$ cat src/sv/v210u_pkg.sv
// Shared types, constants and slot tables for the v210 to planar unpacker.
package v210u_pkg;

  localparam int MaxWidth  = 4096;
  localparam int MaxHeight = 4096;

  localparam int CfgW    = 13;   // width of a configuration register
  localparam int WordW   = 30;   // sample bits used from one v210 word
  localparam int SampleW = 10;
  localparam int PosW    = 12;   // column and row width on the output
  localparam int BlockW  = 10;   // four-word block index within a row
  localparam int QDepth  = 4;

  // Configuration register indexes.
  localparam logic RegFrameWidth  = 1'b0;
  localparam logic RegFrameHeight = 1'b1;

  typedef enum logic [1:0] {
    PLANE_Y = 2'd0,
    PLANE_U = 2'd1,
    PLANE_V = 2'd2
  } plane_t;

  // One classified word waiting for the back end.
  typedef struct packed {
    logic [WordW-1:0]  word;
    logic [1:0]        pos;
    logic [BlockW-1:0] block;
    logic [PosW-1:0]   row;
    logic [2:0]        keep;
  } entry_t;

  // Plane carried by a slot (low, middle, high) at a word position.
  function automatic plane_t slot_plane(input logic [1:0] pos, input logic [1:0] slot);
    plane_t p;
    unique case ({pos, slot})
      4'b00_00: p = PLANE_U;
      4'b00_01: p = PLANE_Y;
      4'b00_10: p = PLANE_V;
      4'b01_00: p = PLANE_Y;
      4'b01_01: p = PLANE_U;
      4'b01_10: p = PLANE_Y;
      4'b10_00: p = PLANE_V;
      4'b10_01: p = PLANE_Y;
      4'b10_10: p = PLANE_U;
      4'b11_00: p = PLANE_Y;
      4'b11_01: p = PLANE_V;
      4'b11_10: p = PLANE_Y;
      default:  p = PLANE_Y;
    endcase
    return p;
  endfunction

  // Offset of that slot's sample within its block: luma 0..5, chroma 0..2.
  function automatic logic [2:0] slot_offset(input logic [1:0] pos, input logic [1:0] slot);
    logic [2:0] o;
    unique case ({pos, slot})
      4'b01_00: o = 3'd1;
      4'b01_01: o = 3'd1;
      4'b01_10: o = 3'd2;
      4'b10_00: o = 3'd1;
      4'b10_01: o = 3'd3;
      4'b10_10: o = 3'd2;
      4'b11_00: o = 3'd4;
      4'b11_01: o = 3'd2;
      4'b11_10: o = 3'd5;
      default:  o = 3'd0;
    endcase
    return o;
  endfunction

  // Column of a slot's sample within its plane's row.
  function automatic logic [CfgW-1:0] slot_column(input logic [BlockW-1:0] block,
                                                  input plane_t plane,
                                                  input logic [2:0] off);
    logic [CfgW-1:0] b;
    b = CfgW'(block);
    if (plane == PLANE_Y) begin
      return (b << 2) + (b << 1) + CfgW'(off);
    end
    return (b << 1) + b + CfgW'(off);
  endfunction

endpackage

$ cat src/sv/v210u_front.sv
// Front end: tracks row position, classifies each word and queues the kept slots.
module v210u_front
  import v210u_pkg::*;
(
  input  logic            clk,
  input  logic            rst,
  input  logic [CfgW-1:0] frame_width,
  input  logic [CfgW-1:0] frame_height,
  input  logic            accept,
  input  logic [31:0]     word,
  output logic            push,
  output entry_t          entry
);

  logic [PosW-1:0] word_in_row;
  logic [PosW-1:0] current_row;
  logic [CfgW-1:0] width;
  logic [CfgW-1:0] height;
  logic [CfgW-1:0] wir_inc;
  logic [CfgW-1:0] row_inc;
  logic [7:0]      groups;
  logic [CfgW:0]   span;
  logic            row_end;
  logic [2:0]      keep;

  always_comb begin
    width = {frame_width[CfgW-1:1], 1'b0};
    if (width < CfgW'(2)) width = CfgW'(2);
    if (width > CfgW'(MaxWidth)) width = CfgW'(MaxWidth);
    height = frame_height;
    if (height < CfgW'(1)) height = CfgW'(1);
    if (height > CfgW'(MaxHeight)) height = CfgW'(MaxHeight);
  end

  // The row ends once 48 * floor((pos + 1) / 32) reaches the width, which is
  // the same as pos + 1 reaching the padded row length in words.
  assign wir_inc = CfgW'(word_in_row) + CfgW'(1);
  assign row_inc = CfgW'(current_row) + CfgW'(1);
  assign groups  = wir_inc[CfgW-1:5];
  assign span    = ((CfgW+1)'(groups) << 5) + ((CfgW+1)'(groups) << 4);
  assign row_end = span >= (CfgW+1)'(width);

  always_comb begin
    plane_t          pl;
    logic [CfgW-1:0] col;
    keep = '0;
    for (int k = 0; k < 3; k++) begin
      pl  = slot_plane(word_in_row[1:0], 2'(k));
      col = slot_column(word_in_row[PosW-1:2], pl, slot_offset(word_in_row[1:0], 2'(k)));
      if (pl == PLANE_Y) begin
        keep[k] = col < width;
      end else begin
        keep[k] = {col[CfgW-2:0], 1'b0} < width;
      end
    end
  end

  assign push        = accept && (keep != 3'b000);
  assign entry.word  = word[WordW-1:0];
  assign entry.pos   = word_in_row[1:0];
  assign entry.block = word_in_row[PosW-1:2];
  assign entry.row   = current_row;
  assign entry.keep  = keep;

  always_ff @(posedge clk) begin
    if (rst) begin
      word_in_row <= '0;
      current_row <= '0;
    end else if (accept) begin
      if (row_end) begin
        word_in_row <= '0;
        current_row <= (row_inc >= height) ? '0 : row_inc[PosW-1:0];
      end else begin
        word_in_row <= wir_inc[PosW-1:0];
      end
    end
  end

endmodule

$ cat src/sv/v210u_fifo.sv
// Short queue of classified words between the front and back ends.
module v210u_fifo
  import v210u_pkg::*;
(
  input  logic   clk,
  input  logic   rst,
  input  logic   push,
  input  entry_t push_data,
  input  logic   pop,
  output entry_t pop_data,
  output logic   full,
  output logic   not_empty
);

  localparam int PtrW = $clog2(QDepth);

  entry_t            mem [QDepth];
  logic [PtrW-1:0]   wr_ptr;
  logic [PtrW-1:0]   rd_ptr;
  logic [PtrW:0]     count;

  assign full      = count == (PtrW+1)'(QDepth);
  assign not_empty = count != '0;
  assign pop_data  = mem[rd_ptr];

  always_ff @(posedge clk) begin
    if (push) begin
      mem[wr_ptr] <= push_data;
    end
  end

  always_ff @(posedge clk) begin
    if (rst) begin
      wr_ptr <= '0;
      rd_ptr <= '0;
      count  <= '0;
    end else begin
      if (push) wr_ptr <= wr_ptr + PtrW'(1);
      if (pop) rd_ptr <= rd_ptr + PtrW'(1);
      if (push && !pop) begin
        count <= count + (PtrW+1)'(1);
      end else if (pop && !push) begin
        count <= count - (PtrW+1)'(1);
      end
    end
  end

endmodule

$ cat src/sv/v210u_back.sv
// Back end: walks the kept slots of one word and drives one sample per kept slot out.
module v210u_back
  import v210u_pkg::*;
(
  input  logic          clk,
  input  logic          rst,
  input  logic          q_valid,
  input  entry_t        q_data,
  output logic          pop,
  output logic          m_tvalid,
  input  logic          m_tready,
  output logic [39:0]   m_tdata,
  output logic [1:0]    m_tuser,
  output logic          m_tlast
);

  entry_t          ent;
  logic            ent_valid;
  logic            out_free;
  logic [1:0]      slot;
  logic [2:0]      rest;
  plane_t          pl;
  logic [CfgW-1:0] col;

  assign out_free = !m_tvalid || m_tready;

  always_comb begin
    if (ent.keep[0]) begin
      slot = 2'd0;
    end else if (ent.keep[1]) begin
      slot = 2'd1;
    end else begin
      slot = 2'd2;
    end
  end

  assign rest = ent.keep & ~(3'b001 << slot);
  assign pl   = slot_plane(ent.pos, slot);
  assign col  = slot_column(ent.block, pl, slot_offset(ent.pos, slot));
  assign pop  = q_valid && (!ent_valid || (out_free && rest == 3'b000));

  always_ff @(posedge clk) begin
    if (rst) begin
      ent_valid <= 1'b0;
      m_tvalid  <= 1'b0;
    end else begin
      if (out_free) m_tvalid <= ent_valid;
      if (pop) begin
        ent_valid <= 1'b1;
      end else if (out_free && rest == 3'b000) begin
        ent_valid <= 1'b0;
      end
    end
  end

  always_ff @(posedge clk) begin
    if (pop) begin
      ent <= q_data;
    end else if (out_free && ent_valid) begin
      ent.keep <= rest;
    end
    if (out_free && ent_valid) begin
      m_tdata <= {6'b0, ent.word[10*slot +: SampleW], ent.row, col[PosW-1:0]};
      m_tuser <= pl;
      m_tlast <= rest == 3'b000;
    end
  end

endmodule

$ cat src/sv/v210_to_planar_unpacker.sv
// Top level of the v210 to planar sample unpacker.
//
//   channel  | dir | handshake          | contents (low bit first)
//   ---------+-----+--------------------+--------------------------------------------
//   s_       | in  | s_tvalid/s_tready  | tdata: packed_word[31:0]
//   m_       | out | m_tvalid/m_tready  | tdata: column[11:0], row_index[11:0],
//            |     |                    |        sample[9:0], zero pad; tuser: plane;
//            |     |                    |        tlast: last_of_word
//   cfg_     | in  | cfg_we             | index 0 frame_width, 1 frame_height
//
// The front end takes one word per cycle while its four-entry queue has room.
// The back end delivers one sample per cycle while the receiver is ready, so a
// word that carries three samples holds it longest and the single output port
// sets the sustained rate on active pixels; padding words cost the back nothing.
// A word passes through the queue and the back end's entry register before its
// samples leave the output register. Reset clears the row counters, the queue
// and the output, and loads 1920 by 1080. Either side may stall without the other.
module v210_to_planar_unpacker
  import v210u_pkg::*;
(
  input  logic            clk,
  input  logic            rst,
  input  logic            s_tvalid,
  output logic            s_tready,
  input  logic [31:0]     s_tdata,   // packed_word[31:0]
  output logic            m_tvalid,
  input  logic            m_tready,
  output logic [39:0]     m_tdata,   // column[11:0], row_index[23:12], sample[33:24]
  output logic [1:0]      m_tuser,   // plane[1:0]
  output logic            m_tlast,
  input  logic            cfg_we,
  input  logic            cfg_index,
  input  logic [CfgW-1:0] cfg_data
);

  logic [CfgW-1:0] frame_width;
  logic [CfgW-1:0] frame_height;
  logic            accept;
  logic            push;
  entry_t          push_data;
  logic            pop;
  entry_t          pop_data;
  logic            q_full;
  logic            q_not_empty;

  // Configuration registers; write only while the block is idle (not enforced).
  always_ff @(posedge clk) begin
    if (rst) begin
      frame_width  <= CfgW'(1920);
      frame_height <= CfgW'(1080);
    end else if (cfg_we) begin
      if (cfg_index == RegFrameWidth) frame_width <= cfg_data;
      if (cfg_index == RegFrameHeight) frame_height <= cfg_data;
    end
  end

  // A word is taken whenever the queue can hold its classified form.
  assign s_tready = !q_full;
  assign accept   = s_tvalid && s_tready;

  v210u_front u_front (
    .clk          (clk),
    .rst          (rst),
    .frame_width  (frame_width),
    .frame_height (frame_height),
    .accept       (accept),
    .word         (s_tdata),
    .push         (push),
    .entry        (push_data)
  );

  v210u_fifo u_fifo (
    .clk       (clk),
    .rst       (rst),
    .push      (push),
    .push_data (push_data),
    .pop       (pop),
    .pop_data  (pop_data),
    .full      (q_full),
    .not_empty (q_not_empty)
  );

  v210u_back u_back (
    .clk      (clk),
    .rst      (rst),
    .q_valid  (q_not_empty),
    .q_data   (pop_data),
    .pop      (pop),
    .m_tvalid (m_tvalid),
    .m_tready (m_tready),
    .m_tdata  (m_tdata),
    .m_tuser  (m_tuser),
    .m_tlast  (m_tlast)
  );

endmodule

$ cat config.mk
export PLATFORM = sky130hd
export DESIGN_NAME = v210_to_planar_unpacker
export DESIGN_NICKNAME = d
export VERILOG_FILES = /design/src/sv/v210u_pkg.sv /design/src/sv/v210u_front.sv /design/src/sv/v210u_fifo.sv /design/src/sv/v210u_back.sv /design/src/sv/v210_to_planar_unpacker.sv
export SDC_FILE = /design/constraint.sdc
export NUM_CORES = 1
export LEC_CHECK = 0
export BUFFER_PORTS_ARGS = -buffer_cell sky130_fd_sc_hd__buf_2
export CELL_PAD_IN_SITES_DETAIL_PLACEMENT = 1
export CELL_PAD_IN_SITES_GLOBAL_PLACEMENT = 1
export CORE_ASPECT_RATIO = 1.4
export CORE_MARGIN = 2
export CORE_UTILIZATION = 48
export CTS_BUF_LIST = sky130_fd_sc_hd__clkbuf_2 sky130_fd_sc_hd__clkbuf_4 sky130_fd_sc_hd__clkbuf_8
export CTS_CLUSTER_SIZE = 25
export DETAILED_ROUTE_END_ITERATION = 10
export PLACE_DENSITY = 0.81
export SKIP_LAST_GASP = 1
export SYNTH_ARGS = -nofsm -noshare
export SYNTH_HDL_FRONTEND = slang
export SYNTH_SLANG_ARGS = --single-unit
$ cat constraint.sdc
create_clock -name clk -period 8.48 [get_ports clk]
set_clock_uncertainty 0.15 [all_clocks]
set_input_delay 0.424 -clock clk [delete_from_list [all_inputs] [get_ports clk]]
set_output_delay 0.424 -clock clk [all_outputs]
set_load 0.03 [all_outputs]
* After elaboration in Yosys (flattened, before gate mapping)
Memory sizes are Yosys's and may differ from the RTL's. A register that Yosys moved wholly into a read port is not among the register bits. Cells that the tools add are included.
Storage, ports and cells: flip-flop bits (word level) 153, RAM bits 228, memory bits (read-only) 80, bits of input ports 51, output and inout port bits 45, logic and storage cells 131, memories kept 3
Memories:
- u_fifo.mem | depth 4, width 57, read ports 1, clocked after memory_dff 1, wr ports 1, RTL line v210u_fifo.sv:17 | entry_t mem [QDepth];
- (name not given) | depth 16, width 3, read ports 1, clocked after memory_dff 0, wr ports 0, RTL line v210u_pkg.sv:57 | unique case ({pos, slot})
- (name not given) | depth 16, width 2, read ports 1, clocked after memory_dff 0, wr ports 0, RTL line v210u_pkg.sv:36 | unique case ({pos, slot})
Cells by class: add/subtract/negate cells 19, multipliers 1, magnitude comparators 12, equality and inequality tests 4, shift-type cells 2, multiplexer cells 39, bitwise gates (word level) 3, reductions and logical operators 31
Operators with widths (count):
- 13-bit two-way mux | 10
- 13-bit less-than comparator | 6
- 13-bit by 3-bit adder with 13-bit output | 4
- 12-bit two-way mux | 4
- 30-bit by 7-bit variable part select with 10-bit output | 1
- 12-bit by 1-bit adder with 13-bit output, second input constant | 2
- 13-bit by 2-bit adder with 13-bit output | 2
- 13-bit greater-than comparator, second input constant | 2
- 11-bit by 10-bit adder with 12-bit output | 2
- 12-bit by 3-bit adder with 12-bit output | 2
- 2-bit case mux with 3 select lines | 4
- 13-bit by 12-bit adder with 14-bit output | 1
- 14-bit by 13-bit >= comparator with 1-bit output | 1
- 12-bit by 11-bit adder with 13-bit output | 1
- 13-bit >= comparator | 1
- 13-bit by 1-bit less-than comparator with 1-bit output, second input constant | 1
- 13-bit by 2-bit less-than comparator with 1-bit output, second input constant | 1
- 12-bit by 11-bit adder with 12-bit output | 1
- 3-bit two-way mux | 4
- 3-bit case mux with 2 select lines | 2
- 1-bit two-way mux | 11
- 2-bit logical NOT | 5
- 2-bit two-way mux | 4
- 1-bit logical AND | 7
- other kinds (18) | 32

* Longest topological paths before layout
Gate-level depths: netlist of run 1.
depth in word-level cells 14, gate-level depth with buffers 26, mapped depth without buffers 24

* Cells and area by module
From an unflattened synthesis of run 1, not the netlist that was laid out.
Unflattened totals: cell total of the unflattened synthesis 1572, area, all modules 20193.1 um2
By module, submodules not included:
- v210u_fifo | instances 1, cells each 341, area an instance 8648.3 um2, sequential area each 7026.7 um2
- v210u_front | instances 1, cells each 811, area an instance 6077.1 um2, sequential area each 480.5 um2
- v210u_back | instances 1, cells each 313, area an instance 4377.9 um2, sequential area each 2862.7 um2
- v210_to_planar_unpacker | instances 1, cells each 107, area an instance 1089.8 um2, sequential area each 520.5 um2

* Least setup slack after synthesis of run 1
No wires, ideal clock.
path kind register -> register, start register u_front.word_in_row[2], end memory u_fifo.mem[0][0] in the netlist's numbering (enable), setup time 0.421 ns, arrival 5.668 ns, data required time 7.909 ns, setup slack 2.241 ns, stages on the path, launching flop included 20, buffers on the path 2, clock period less this slack 6.239 ns, cell sequence dfxtp_1 > ha_1 > inv_1 > fa_1 > clkbuf_1 > inv_1 > ha_1 > a31oi_1 > nor2_1 > xnor2_1 > o21ai_0 > ha_1 > a21o_1 > a21o_1 > a221oi_1 > o211ai_1 > o22ai_1 > o31a_1 > buf_4 > and2_1
RTL lines:
- start, declared | RTL line v210u_front.sv:15 | logic [PosW-1:0] word_in_row;
- start signal, assigned | RTL line v210u_front.sv:74 | word_in_row <= wir_inc[PosW-1:0];
- end, declared | RTL line v210u_fifo.sv:17

==> results of run 1 <==
## registers in the layout, indices dropped and copies added, names as in the netlist, named ones only
register / cells
u_back.ent_valid: 1
u_fifo.mem: 228
u_back.ent: 57
u_front.word_in_row: 12
u_back.m_tvalid: 1
frame_width: 12
frame_height: 13
u_back.m_tdata: 34
u_back.m_tlast: 1
u_back.m_tuser: 2
u_fifo.wr_ptr: 2
u_front.current_row: 12
u_fifo.count: 3
u_fifo.rd_ptr: 2
## power by group through the flow
stage               Sequential (mW)  Combinational (mW)  Clock [mW]
finish                         2.88                2.23        1.60
floorplan                      2.89                1.46           0
CTS                            2.85                2.19        1.57
global route                   2.91                2.43        1.67
detailed placement             2.88                2.14           0
global placement               2.84                2.01           0
## path summary, 6_finish.rpt
check                                             from                  to  slack (ns)  cells past startpoint
worst max register to register  u_front.word_in_row[2]     u_fifo.count[2]        0.82                     24
worst min register to register           u_back.ent[5]  u_back.m_tdata[14]        0.26                      0
worst min-delay path                         cfg_index      frame_width[3]         0.1                      4
worst max-delay path            u_front.word_in_row[2]     u_fifo.count[2]        0.82                     24
## metrics by stage
step                      area (um2)  instances  hold WS [ns]
after detailed placement       20560       2104        0.2562
final                          22160       2250       0.09666
after global routing           22160       2250        0.1257
after CTS                      22160       2249       0.06768
after floorplan                19570       1538        0.2503
after global placement         20560       2104        0.2526
## cell usage in the layout (no fill, tap or decap), types with 52 or more instances in the layout
master	count
clkbuf_8	61
o21ai_0	61
inv_1	53
dfxtp_1	58
xnor2_1	52
mux4_2	57
nor2_1	86
buf_2	87
nand2_1	164
edfxtp_1	322
a21oi_1	90
ha_1	152
## routing by layer
| layer | GRT usage (%) | part of all wire, % | vias to the layer above |
|---|---|---|---|
| met5 | 0 | 0 | - |
| met2 | 47.62 | 54 | 446 |
| met4 | 14.34 | 5.3 | 0 |
| met1 | 28.90 | 37 | 6669 |
| met3 | 2.867 | 4.0 | 128 |
| li1 | - | - | 5991 |
## worst register-to-register path, stage by stage, from the launching register on
cell and delay (ns):
dfxtp_1 0.73, ha_1 0.36, inv_1 0.09, fa_1 0.43, and2b_1 0.26, o211ai_1 0.16, a211o_1 0.33, nand3_1 0.45
nand4b_1 0.50, nor3_1 0.35, xor2_1 0.11, mux2i_1 0.47, ha_1 0.35, a21oi_1 0.16, nor2b_1 0.06, o21ai_0 0.15
o211ai_1 0.13, o22ai_1 0.48, o31a_1 0.48, ha_1 0.29, inv_1 0.07, fa_1 0.41, xor2_1 0.20, or3_1 0.32
a21oi_1 0.15
## cell families after synthesis
logic type      Yosys count  synth area share (%)
buf+inv                 125                 2.643
other cells               1               0.01918
xor+xnor                 91                 4.173
compound gates          277                 8.794
simple gates            410                 9.926
mux                      84                 7.987
flops                   382                 55.60
fa+ha+maj               163                 10.85
## cell type report
type	instances	area share, %
Antenna cell	1	0.01129
Timing Repair Buffer	146	4.676
Clock inverter	11	0.4687
Clock buffer	91	4.805
Sequential cell	382	49.09
Inverter	54	0.9148
Multi-Input combinational cell	1031	37.02
Tap cell	534	3.015
==> impl_metrics.xml, run 1 <==
<?xml version="1.0" encoding="UTF-8"?>
<metrics>
  <group name="yosys">
    <metric name="list_of_most_frequent_post_synthesis_cells" unit="">322 x edfxtp_1, 164 x nand2_1, 152 x ha_1, 90 x a21oi_1, 86 x nor2_1</metric>
    <metric name="postSynthAreaPerCell" unit="um2">12.75</metric>
    <metric name="ys_ff_latch" unit="">382</metric>
    <metric name="number_of_enable_type_register_cells_in_the_synthesized_netlist" unit="">322</metric>
    <metric name="synth_area" unit="mm2">0.01955</metric>
    <metric name="ys_types" unit="">71</metric>
    <metric name="synth_top_cells_by_area" unit="">edfxtp_1 49%, ha_1 9.7%, mux4_2 6.6%</metric>
    <metric name="yosysMostFrequentCell" unit="">edfxtp_1</metric>
    <metric name="proportion_of_synthesized_chip_area_in_sequential_cells" unit="%">55.60</metric>
    <metric name="asyncSetResetFlopFracSynth" unit="%">0</metric>
    <metric name="most_frequently_used_flop_master_after_synthesis" unit="">edfxtp_1</metric>
    <metric name="yosys_warnings" unit="">0</metric>
    <metric name="synth_area_leader_cell" unit="">edfxtp_1</metric>
    <metric name="postSynthCellCount" unit="">1533</metric>
    <metric name="netlist.area_leader.share" unit="%">49.46</metric>
  </group>
  <group name="pwr">
    <metric name="clock_network_fraction_of_total_power" unit="%">23.8</metric>
    <metric name="internal_power" unit="mW">4.300</metric>
    <metric name="total_power" unit="mW">6.699</metric>
    <metric name="static_leakage" unit="nW">8.597</metric>
    <metric name="pwr-share-seq" unit="%">42.9</metric>
    <metric name="ir_drop" unit="V">0.0001556</metric>
    <metric name="total_switching_power" unit="mW">2.400</metric>
    <metric name="switching_share" unit="%">35.82</metric>
    <metric name="combinationalPowerShare" unit="%">33.2</metric>
    <metric name="power.density_cell_area" unit="mW/mm2">302.4</metric>
  </group>
  <group name="placement">
    <metric name="detailed_place_hpwl" unit="um">34010</metric>
    <metric name="place_worst_setup_slack" unit="ns">1.072</metric>
    <metric name="port-buffer-count" unit="">87</metric>
    <metric name="gp_routability_congestion" unit="">0.8701</metric>
  </group>
  <group name="cells_and_area">
    <metric name="regArea" unit="mm2">0.01088</metric>
    <metric name="syn_to_final_growth" unit="%">13.34</metric>
    <metric name="footprint_of_the_multi_input_gates" unit="mm2">0.008202</metric>
    <metric name="fin_nets" unit="">1884</metric>
    <metric name="final_core_util" unit="%">55.01</metric>
    <metric name="layout-drive-gt1-share" unit="%">16.79</metric>
    <metric name="nFillCells" unit="">4152</metric>
  </group>
  <group name="grt">
    <metric name="global_route.overflow_total" unit="">0</metric>
    <metric name="grt_pass1_vias" unit="">14340</metric>
    <metric name="track_usage" unit="%">25.84</metric>
    <metric name="grt_antenna_before_repair" unit="">1</metric>
    <metric name="grt_pass1_wl" unit="um">83920</metric>
    <metric name="largest_net_degree_at_the_start_of_global_routing" unit="">58</metric>
  </group>
  <group name="clock_tree">
    <metric name="clk_lat_worst_skew" unit="ns">0.66</metric>
    <metric name="clkTransAtPathRegs" unit="ns">0.09</metric>
    <metric name="clk_root_buffer_cell" unit="">clkbuf_8</metric>
    <metric name="clock_sink_count" unit="">382</metric>
    <metric name="number_of_buffers_between_clock_root_and_the_deepest_sink" unit="">3</metric>
    <metric name="cts_repair_resize_count" unit="">0</metric>
    <metric name="cts_setup_buffers" unit="">0</metric>
    <metric name="numCtsBuffers" unit="">55</metric>
    <metric name="maximum_level_of_the_cts_h_tree" unit="">2</metric>
    <metric name="tritoncts" unit="">yes</metric>
    <metric name="cts-hold-fix-buffers" unit="">43</metric>
  </group>
  <group name="flow_run">
    <metric name="drv.max_cap_violation_count" unit="">0</metric>
  </group>
  <group name="sta">
    <metric name="setup-tns-final" unit="ns">0</metric>
    <metric name="finalHoldViolCount" unit="">0</metric>
    <metric name="fin_crit_share" unit="%">90.37</metric>
    <metric name="rsz0062_at_grt" unit="">no</metric>
    <metric name="fmaxAchievable" unit="MHz">130.5</metric>
    <metric name="worst-slew-pin-transition" unit="ns">1.027</metric>
    <metric name="max_slew_margin" unit="%">31.56</metric>
    <metric name="final-setup-viol-count" unit="">0</metric>
    <metric name="drv_slew" unit="">0</metric>
    <metric name="finalWorstSetupSlack" unit="ns">0.8168</metric>
    <metric name="finalCriticalPeriod" unit="ns">7.663</metric>
  </group>
  <group name="floorplan">
    <metric name="core.rowCount" unit="">87</metric>
    <metric name="die_area" unit="mm2">0.04238</metric>
    <metric name="ioPinCount" unit="">96</metric>
    <metric name="die_width" unit="um">174.6</metric>
    <metric name="core_region_area" unit="mm2">0.04028</metric>
    <metric name="die_height" unit="um">242.8</metric>
    <metric name="start_util" unit="%">48.54</metric>
  </group>
  <group name="worst_setup_path">
    <metric name="endpoint_kind" unit="">register</metric>
    <metric name="cpMostUsedCell" unit="">ha_1</metric>
    <metric name="worstSetupStartpointType" unit="">register</metric>
    <metric name="setup.worst_path.class" unit="">reg -&gt; reg</metric>
    <metric name="critical_path.slowest_cell" unit="">dfxtp_1</metric>
    <metric name="worstPathCellList" unit="">ha_1 -&gt; inv_1 -&gt; fa_1 -&gt; and2b_1 -&gt; o211ai_1 -&gt; a211o_1 -&gt; nand3_1 -&gt; nand4b_1 -&gt; nor3_1 -&gt; xor2_1 -&gt; mux2i_1 -&gt; ha_1 -&gt; a21oi_1 -&gt; nor2b_1 -&gt; o21ai_0 -&gt; o211ai_1 -&gt; o22ai_1 -&gt; o31a_1 -&gt; ha_1 -&gt; inv_1 -&gt; fa_1 -&gt; xor2_1 -&gt; or3_1 -&gt; a21oi_1</metric>
    <metric name="slowest_delay" unit="ns">0.73</metric>
    <metric name="critical_path_required" unit="ns">8.91</metric>
    <metric name="critical_path.max_fanout" unit="">13</metric>
    <metric name="critical-path-top-delay-family" unit="">compound AO/OA/AOI/OAI gates</metric>
    <metric name="worst_ep_arrival_time" unit="ns">8.10</metric>
    <metric name="crit_buf_inv" unit="">2</metric>
  </group>
  <group name="worst_hold_path">
    <metric name="hold_class" unit="">in -&gt; reg</metric>
  </group>
  <group name="detailed_routing">
    <metric name="first_pass_iters" unit="">5</metric>
    <metric name="routed-via-count" unit="">13230</metric>
    <metric name="drt_first_iter_violations" unit="">797</metric>
    <metric name="vias_per_cell" unit="">5.882</metric>
    <metric name="postRouteAntennaNets" unit="">0</metric>
    <metric name="wl_per_cell" unit="um">24.50</metric>
    <metric name="drc" unit="">0</metric>
    <metric name="totalWireLength" unit="um">55120</metric>
  </group>
  <group name="outcome">
    <metric name="status" unit="">finished clean</metric>
  </group>
</metrics>
No activity file was read; power rests on OpenSTA's default activity.
==> run 2, diff against run 1 <==
CORE_UTILIZATION = 50   (was 48)
PLACE_DENSITY = 0.84   (was 0.81)
==> run 2 against run 1 <==
First-iteration DRC count grew 13%. Worst hold slack better by 0.0077 ns. Highest routed layer unchanged. Largest power group unchanged. Critical path type unchanged. Clock power is 3% higher.
==> impl_metrics.xml, run 2 (synthesized netlist as in run 1, its figures left out) <==
<?xml version="1.0" encoding="UTF-8"?>
<metrics>
  <group name="outcome">
    <metric name="status" unit="">finished clean</metric>
  </group>
  <group name="sta">
    <metric name="fin_crit_share" unit="%">89.64</metric>
    <metric name="worst-slew-pin-transition" unit="ns">1.333</metric>
    <metric name="fmaxAchievable" unit="MHz">131.6</metric>
    <metric name="final-setup-viol-count" unit="">0</metric>
    <metric name="rsz0062_at_grt" unit="">no</metric>
    <metric name="max_slew_margin" unit="%">10.95</metric>
    <metric name="finalCriticalPeriod" unit="ns">7.602</metric>
    <metric name="finalHoldViolCount" unit="">0</metric>
    <metric name="setup-tns-final" unit="ns">0</metric>
    <metric name="drv_slew" unit="">0</metric>
  </group>
  <group name="pwr">
    <metric name="total_power" unit="mW">6.730</metric>
    <metric name="ir_drop" unit="V">0.0001543</metric>
    <metric name="power.density_cell_area" unit="mW/mm2">303.1</metric>
    <metric name="static_leakage" unit="nW">8.609</metric>
  </group>
  <group name="cells_and_area">
    <metric name="reg_top3" unit="">u_fifo.mem: 228 flops, u_back.ent: 57 flops, u_back.m_tdata: 34 flops</metric>
    <metric name="max_flop_register" unit="">u_fifo.mem</metric>
    <metric name="final_core_util" unit="%">57.67</metric>
    <metric name="footprint_of_the_multi_input_gates" unit="mm2">0.008202</metric>
    <metric name="layout-drive-gt1-share" unit="%">16.62</metric>
    <metric name="largest_register_ffs" unit="">228</metric>
    <metric name="fin_nets" unit="">1883</metric>
    <metric name="syn_to_final_growth" unit="%">13.57</metric>
    <metric name="final-instance-count-excl-fill" unit="">2240</metric>
    <metric name="final_cell_mix" unit="">322 x edfxtp_1, 164 x nand2_1, 152 x ha_1</metric>
    <metric name="stdcell_area" unit="mm2">0.02220</metric>
    <metric name="regArea" unit="mm2">0.01088</metric>
    <metric name="nFillCells" unit="">3940</metric>
    <metric name="mostFrequentLayoutCell" unit="">edfxtp_1</metric>
  </group>
  <group name="worst_setup_path">
    <metric name="critical_path_required" unit="ns">8.86</metric>
    <metric name="r2r_setup_slack" unit="ns">0.88</metric>
    <metric name="reg2regPathDepth" unit="">24</metric>
    <metric name="critical_path.max_fanout" unit="">13</metric>
    <metric name="critical_path.reg2reg.startpoint" unit="">u_front.word_in_row[2]</metric>
    <metric name="worst_ep_arrival_time" unit="ns">7.98</metric>
    <metric name="worstSetupStartpointType" unit="">register</metric>
    <metric name="worstReg2RegEnd" unit="">u_fifo.count[2]</metric>
    <metric name="endpoint_kind" unit="">register</metric>
    <metric name="setup.worst_path.class" unit="">reg -&gt; reg</metric>
  </group>
  <group name="floorplan">
    <metric name="start_util" unit="%">50.78</metric>
    <metric name="core_region_area" unit="mm2">0.03850</metric>
    <metric name="die_width" unit="um">171.1</metric>
    <metric name="ioPinCount" unit="">96</metric>
    <metric name="die_area" unit="mm2">0.04072</metric>
    <metric name="die_height" unit="um">238.0</metric>
    <metric name="core.rowCount" unit="">85</metric>
  </group>
  <group name="detailed_routing">
    <metric name="wl_per_cell" unit="um">23.68</metric>
    <metric name="postRouteAntennaNets" unit="">0</metric>
    <metric name="first_pass_iters" unit="">5</metric>
    <metric name="totalWireLength" unit="um">53040</metric>
    <metric name="met1_length" unit="um">19820</metric>
    <metric name="drc" unit="">0</metric>
    <metric name="met3RoutedLength" unit="um">2201</metric>
    <metric name="dr_wl_met2" unit="um">27890</metric>
    <metric name="routed-via-count" unit="">13290</metric>
    <metric name="vias_per_cell" unit="">5.934</metric>
    <metric name="drt_first_iter_violations" unit="">903</metric>
    <metric name="dr.max_layer_used" unit="">met4</metric>
  </group>
  <group name="clock_tree">
    <metric name="clkTransAtPathRegs" unit="ns">0.07</metric>
    <metric name="clock_sink_count" unit="">382</metric>
    <metric name="cts_setup_buffers" unit="">0</metric>
    <metric name="maximum_level_of_the_cts_h_tree" unit="">2</metric>
    <metric name="clk_lat_worst_skew" unit="ns">0.64</metric>
    <metric name="clk_root_buffer_cell" unit="">clkbuf_8</metric>
    <metric name="number_of_buffers_between_clock_root_and_the_deepest_sink" unit="">3</metric>
    <metric name="tritoncts" unit="">yes</metric>
    <metric name="numCtsBuffers" unit="">54</metric>
  </group>
  <group name="placement">
    <metric name="placed_cells" unit="">2092</metric>
    <metric name="detailed_place_hpwl" unit="um">34100</metric>
    <metric name="placed_cell_area" unit="mm2">0.02053</metric>
    <metric name="gp_routability_congestion" unit="">0.8463</metric>
    <metric name="port-buffer-count" unit="">87</metric>
  </group>
  <group name="grt">
    <metric name="grt_pass1_wl" unit="um">82210</metric>
    <metric name="grt_pass1_vias" unit="">14570</metric>
    <metric name="track_usage" unit="%">26.60</metric>
    <metric name="global_route.overflow_total" unit="">0</metric>
    <metric name="largest_net_degree_at_the_start_of_global_routing" unit="">58</metric>
    <metric name="grt_antenna_before_repair" unit="">3</metric>
  </group>
  <group name="worst_hold_path">
    <metric name="hold_path_startpoint" unit="">m_tready</metric>
    <metric name="hold_class" unit="">in -&gt; reg</metric>
    <metric name="holdPathStages" unit="">4</metric>
    <metric name="hold_path_end" unit="">u_back.m_tvalid</metric>
  </group>
  <group name="flow_run">
    <metric name="drv.max_cap_violation_count" unit="">0</metric>
  </group>
</metrics>
==> run 2: worst max-delay path by stage <==
stage / from / cells past startpoint / endpoint / slack [ns]
finish: u_front.word_in_row[2] / 24 / u_fifo.count[2] / 0.88
global placement: u_front.word_in_row[2] / 20 / u_fifo.mem[0][24] / 1.45
CTS: u_front.word_in_row[2] / 24 / u_fifo.count[2] / 0.93
global route: u_front.word_in_row[2] / 24 / u_fifo.count[2] / 0.47
floorplan: u_front.word_in_row[2] / 19 / u_fifo.mem[0][0] / 2.24
detailed placement: u_front.word_in_row[2] / 24 / u_fifo.count[2] / 1.04
==> run 2: per-stage QoR <==
| step | worst slack, ns | hold slack [ns] |
|---|---|---|
| after CTS | 0.9278 | 0.04827 |
| after global routing | 0.4668 | 0.1686 |
| after global placement | 1.453 | 0.2510 |
| after detailed placement | 1.039 | 0.2563 |
| after floorplan | 2.241 | 0.2503 |
| final | 0.8784 | 0.1043 |
==> run 2: worst max-delay path, cell delays in order, from the launching register on <==
cell and delay (ns):
dfxtp_1 0.64, ha_1 0.35, inv_1 0.09, fa_1 0.43
and2b_1 0.24, o211ai_1 0.14, a211o_1 0.33, nand3_1 0.47
nand3_4 0.32, or3_1 0.53, o32a_1 0.38, o211ai_2 0.26
ha_1 0.30, nand4_1 0.11, nor2_1 0.08, a211oi_1 0.30
o211ai_1 0.17, o2bb2ai_1 0.38, o31a_1 0.43, ha_1 0.27
inv_1 0.07, fa_1 0.38, xor2_1 0.20, or3_1 0.32
a21oi_1 0.16
==> run 2: power by group <==
group | internal [mW] | switching, mW | leakage [nW]
logic | 0.869 | 1.37 | 4.37
clock network | 0.903 | 0.749 | 0.645
registers | 2.59 | 0.248 | 3.59
total | 4.37 | 2.36 | 8.61
==> run 2: per-layer routing <==
| metal | GRT usage [%] | vias up |
|---|---|---|
| met5 | 0 | - |
| met4 | 15.49 | 0 |
| met3 | 3.450 | 174 |
| met2 | 48.31 | 421 |
| met1 | 29.57 | 6705 |
| li1 | - | 5993 |
==> run 2: final cells by class <==
| type | count | share of cell area, % |
|---|---|---|
| Antenna cell | 3 | 0.03381 |
| Clock buffer | 81 | 4.401 |
| Clock inverter | 21 | 1.167 |
| Inverter | 54 | 0.9129 |
| Multi-Input combinational cell | 1031 | 36.94 |
| Sequential cell | 382 | 48.99 |
| Tap cell | 522 | 2.942 |
| Timing Repair Buffer | 146 | 4.610 |
==> run 2: timing repair <==
item | CTS | global route
endpoints found under the setup margin | 0 | 0
hold endpoints to repair | 145 | 0
gates resized for setup | 0 | 0
hold buffers | 43 | 0
==> run 3, diff against run 2 <==
ABC_AREA = 1   (was unset)
CORE_MARGIN = 1.5   (was 2)
PLACE_DENSITY = 0.87   (was 0.84)
==> run 3 against run 2 <==
Synthesized cell count rose by 33%. Global-route usage rose by 3.9 points. Total power grew 6.9%. Largest cell class unchanged. Via count increased by 21%. Worst setup slack better by 0.42 ns. Area after synthesis grew 2.1%. Largest power group unchanged.
==> impl_metrics.xml, run 3 <==
<?xml version="1.0" encoding="UTF-8"?>
<metrics>
  <group name="yosys">
    <metric name="asyncSetResetFlopFracSynth" unit="%">0</metric>
    <metric name="yosys_warnings" unit="">0</metric>
    <metric name="ys_types" unit="">55</metric>
    <metric name="number_of_enable_type_register_cells_in_the_synthesized_netlist" unit="">322</metric>
    <metric name="list_of_most_frequent_post_synthesis_cells" unit="">323 x nand2_1, 322 x edfxtp_1, 259 x nor2_1, 214 x o21ai_0, 167 x inv_1</metric>
    <metric name="ys_ff_latch" unit="">382</metric>
    <metric name="netlist.area_leader.share" unit="%">48.44</metric>
    <metric name="synth_area" unit="mm2">0.01996</metric>
    <metric name="synth_area_leader_cell" unit="">edfxtp_1</metric>
    <metric name="postSynthAreaPerCell" unit="um2">9.800</metric>
    <metric name="postSynthCellCount" unit="">2037</metric>
    <metric name="proportion_of_synthesized_chip_area_in_sequential_cells" unit="%">54.46</metric>
    <metric name="most_frequently_used_flop_master_after_synthesis" unit="">edfxtp_1</metric>
    <metric name="yosysMostFrequentCell" unit="">nand2_1</metric>
    <metric name="synth_top_cells_by_area" unit="">edfxtp_1 48%, ha_1 9.5%, nand2_1 6.1%</metric>
  </group>
  <group name="worst_setup_path">
    <metric name="reg2regPathDepth" unit="">34</metric>
    <metric name="slowest_delay" unit="ns">0.67</metric>
    <metric name="critical_path.reg2reg.startpoint" unit="">u_front.word_in_row[2]</metric>
    <metric name="endpoint_kind" unit="">register</metric>
    <metric name="worst_ep_arrival_time" unit="ns">7.57</metric>
    <metric name="cpMostUsedCell" unit="">inv_1</metric>
    <metric name="critical_path_required" unit="ns">8.87</metric>
    <metric name="worstReg2RegEnd" unit="">u_fifo.count[2]</metric>
    <metric name="critical_path.max_fanout" unit="">12</metric>
    <metric name="worstSetupStartpointType" unit="">register</metric>
    <metric name="critical_path.slowest_cell" unit="">fa_1</metric>
    <metric name="r2r_setup_slack" unit="ns">1.30</metric>
    <metric name="setup.worst_path.class" unit="">reg -&gt; reg</metric>
  </group>
  <group name="pwr">
    <metric name="total_power" unit="mW">7.196</metric>
    <metric name="static_leakage" unit="nW">9.326</metric>
    <metric name="power.density_cell_area" unit="mW/mm2">320.3</metric>
    <metric name="ir_drop" unit="V">0.0001985</metric>
  </group>
  <group name="worst_hold_path">
    <metric name="hold_path_end" unit="">u_front.word_in_row[5]</metric>
    <metric name="hold_class" unit="">in -&gt; reg</metric>
    <metric name="holdPathStages" unit="">2</metric>
    <metric name="hold_path_startpoint" unit="">rst</metric>
  </group>
  <group name="floorplan">
    <metric name="start_util" unit="%">50.69</metric>
    <metric name="die_width" unit="um">171.9</metric>
    <metric name="die_height" unit="um">239.4</metric>
    <metric name="core.rowCount" unit="">86</metric>
    <metric name="core_region_area" unit="mm2">0.03938</metric>
    <metric name="ioPinCount" unit="">96</metric>
    <metric name="die_area" unit="mm2">0.04115</metric>
  </group>
  <group name="grt">
    <metric name="global_route.overflow_total" unit="">0</metric>
    <metric name="largest_net_degree_at_the_start_of_global_routing" unit="">91</metric>
    <metric name="grt_pass1_vias" unit="">17630</metric>
    <metric name="track_usage" unit="%">30.55</metric>
    <metric name="grt_antenna_before_repair" unit="">1</metric>
    <metric name="grt_pass1_wl" unit="um">95830</metric>
  </group>
  <group name="cells_and_area">
    <metric name="syn_to_final_growth" unit="%">12.55</metric>
    <metric name="mostFrequentLayoutCell" unit="">nand2_1</metric>
    <metric name="nFillCells" unit="">4471</metric>
    <metric name="regArea" unit="mm2">0.01087</metric>
    <metric name="final-instance-count-excl-fill" unit="">2747</metric>
    <metric name="layout-drive-gt1-share" unit="%">10.82</metric>
    <metric name="largest_register_ffs" unit="">228</metric>
    <metric name="final_cell_mix" unit="">323 x nand2_1, 322 x edfxtp_1, 253 x nor2_1</metric>
    <metric name="footprint_of_the_multi_input_gates" unit="mm2">0.008164</metric>
    <metric name="max_flop_register" unit="">u_fifo.mem</metric>
    <metric name="reg_top3" unit="">u_fifo.mem: 228 flops, u_back.ent: 57 flops, u_back.m_tdata: 34 flops</metric>
    <metric name="fin_nets" unit="">2390</metric>
  </group>
  <group name="sta">
    <metric name="fmaxAchievable" unit="MHz">139.2</metric>
    <metric name="finalHoldViolCount" unit="">0</metric>
    <metric name="worst-slew-pin-transition" unit="ns">1.226</metric>
    <metric name="max_slew_margin" unit="%">18.04</metric>
    <metric name="fin_crit_share" unit="%">84.70</metric>
    <metric name="final-setup-viol-count" unit="">0</metric>
    <metric name="finalCriticalPeriod" unit="ns">7.183</metric>
    <metric name="rsz0062_at_grt" unit="">no</metric>
    <metric name="drv_slew" unit="">0</metric>
    <metric name="setup-tns-final" unit="ns">0</metric>
  </group>
  <group name="flow_run">
    <metric name="drv.max_cap_violation_count" unit="">0</metric>
  </group>
  <group name="clock_tree">
    <metric name="clk_lat_worst_skew" unit="ns">0.62</metric>
    <metric name="clkTransAtPathRegs" unit="ns">0.08</metric>
    <metric name="cts_setup_buffers" unit="">0</metric>
    <metric name="clk_root_buffer_cell" unit="">clkbuf_8</metric>
    <metric name="cts-hold-fix-buffers" unit="">43</metric>
    <metric name="cts_repair_resize_count" unit="">0</metric>
    <metric name="numCtsBuffers" unit="">53</metric>
    <metric name="clock_sink_count" unit="">382</metric>
    <metric name="tritoncts" unit="">yes</metric>
    <metric name="maximum_level_of_the_cts_h_tree" unit="">2</metric>
    <metric name="number_of_buffers_between_clock_root_and_the_deepest_sink" unit="">3</metric>
  </group>
  <group name="detailed_routing">
    <metric name="totalWireLength" unit="um">62070</metric>
    <metric name="postRouteAntennaNets" unit="">0</metric>
    <metric name="drt_first_iter_violations" unit="">967</metric>
    <metric name="first_pass_iters" unit="">5</metric>
    <metric name="drc" unit="">0</metric>
    <metric name="wl_per_cell" unit="um">22.60</metric>
    <metric name="routed-via-count" unit="">16060</metric>
    <metric name="vias_per_cell" unit="">5.845</metric>
  </group>
  <group name="placement">
    <metric name="placed_cells" unit="">2606</metric>
    <metric name="port-buffer-count" unit="">87</metric>
    <metric name="detailed_place_hpwl" unit="um">41280</metric>
    <metric name="gp_routability_congestion" unit="">0.8808</metric>
  </group>
  <group name="outcome">
    <metric name="status" unit="">finished clean</metric>
  </group>
</metrics>
[run 3: cell count changes after synthesis, sizes merged, moves of 34 or more]
cell,delta
a21o,-34
o21ai,+158
o22ai,+57
a21oi,+44
mux4,-57
nor2,+183
inv,+124
nand2,+169
xnor2,-45
nand3,+62
[run 3: cell type report]
class / instances / area share [%]
flip-flops and latches: 382 / 48.40
diodes: 1 / 0.01114
clock inverters: 26 / 0.7853
inverters: 184 / 3.096
well taps: 528 / 2.941
repair buffers: 150 / 4.522
clock buffers: 71 / 3.904
multi-input cells: 1405 / 36.34
[run 3: routing by layer]
| metal | GRT usage [%] | share of wire (%) |
|---|---|---|
| met1 | 32.03 | 36 |
| met2 | 57.67 | 54 |
| met3 | 3.866 | 4.1 |
| met4 | 17.73 | 5.4 |
| met5 | 0 | 0 |
[run 3: worst max path at each step]
stage	from	end	cells after the start
after detailed placement	u_front.word_in_row[2]	u_fifo.mem[3][11]	27
after CTS	u_front.word_in_row[2]	u_fifo.mem[3][51]	27
after global routing	u_front.word_in_row[2]	u_fifo.count[2]	34
final	u_front.word_in_row[2]	u_fifo.count[2]	34
after floorplan	u_front.word_in_row[2]	u_fifo.mem[0][0]	25
after global placement	u_front.word_in_row[2]	u_fifo.mem[3][6]	27
[run 3: power by group]
group / internal (mW) / total, mW / switching (mW)
logic: 0.819 / 2.84 / 2.02
registers: 2.67 / 2.90 / 0.236
clock network: 0.736 / 1.45 / 0.714
[run 3: through the flow]
step           hold slack, ns  utilization, %  instance area, um2  worst slack [ns]
2_1_floorplan          0.2503               -               19980             1.429
3_3_place_gp           0.2523           53.27               20980             1.706
3_5_place_dp           0.2608           53.27               20980             1.479
4_1_cts              0.003675           57.04               22460             1.460
5_1_grt               0.02631           57.05               22470            0.6498
6_report              0.03522           57.05               22470             1.297
[run 3: cell families (layout without fill, tap and decap cells)]
group,count (synthesis),after routing,synth area share [%]
xor+xnor,37,37,1.849
other cells,1,7,0.01879
compound gates,461,461,12.55
buf+inv,255,431,4.964
fa+ha+maj,163,163,10.63
simple gates,738,738,15.53
flops,382,382,54.46
[run 3: critical path: cells and delay by family, from the launching register on]
family / cells / cell delay [ns]
flops: 1 / 0.63
simple gates: 13 / 1.78
compound gates: 7 / 1.27
buf+inv: 8 / 0.91
fa+ha+maj: 6 / 2.34
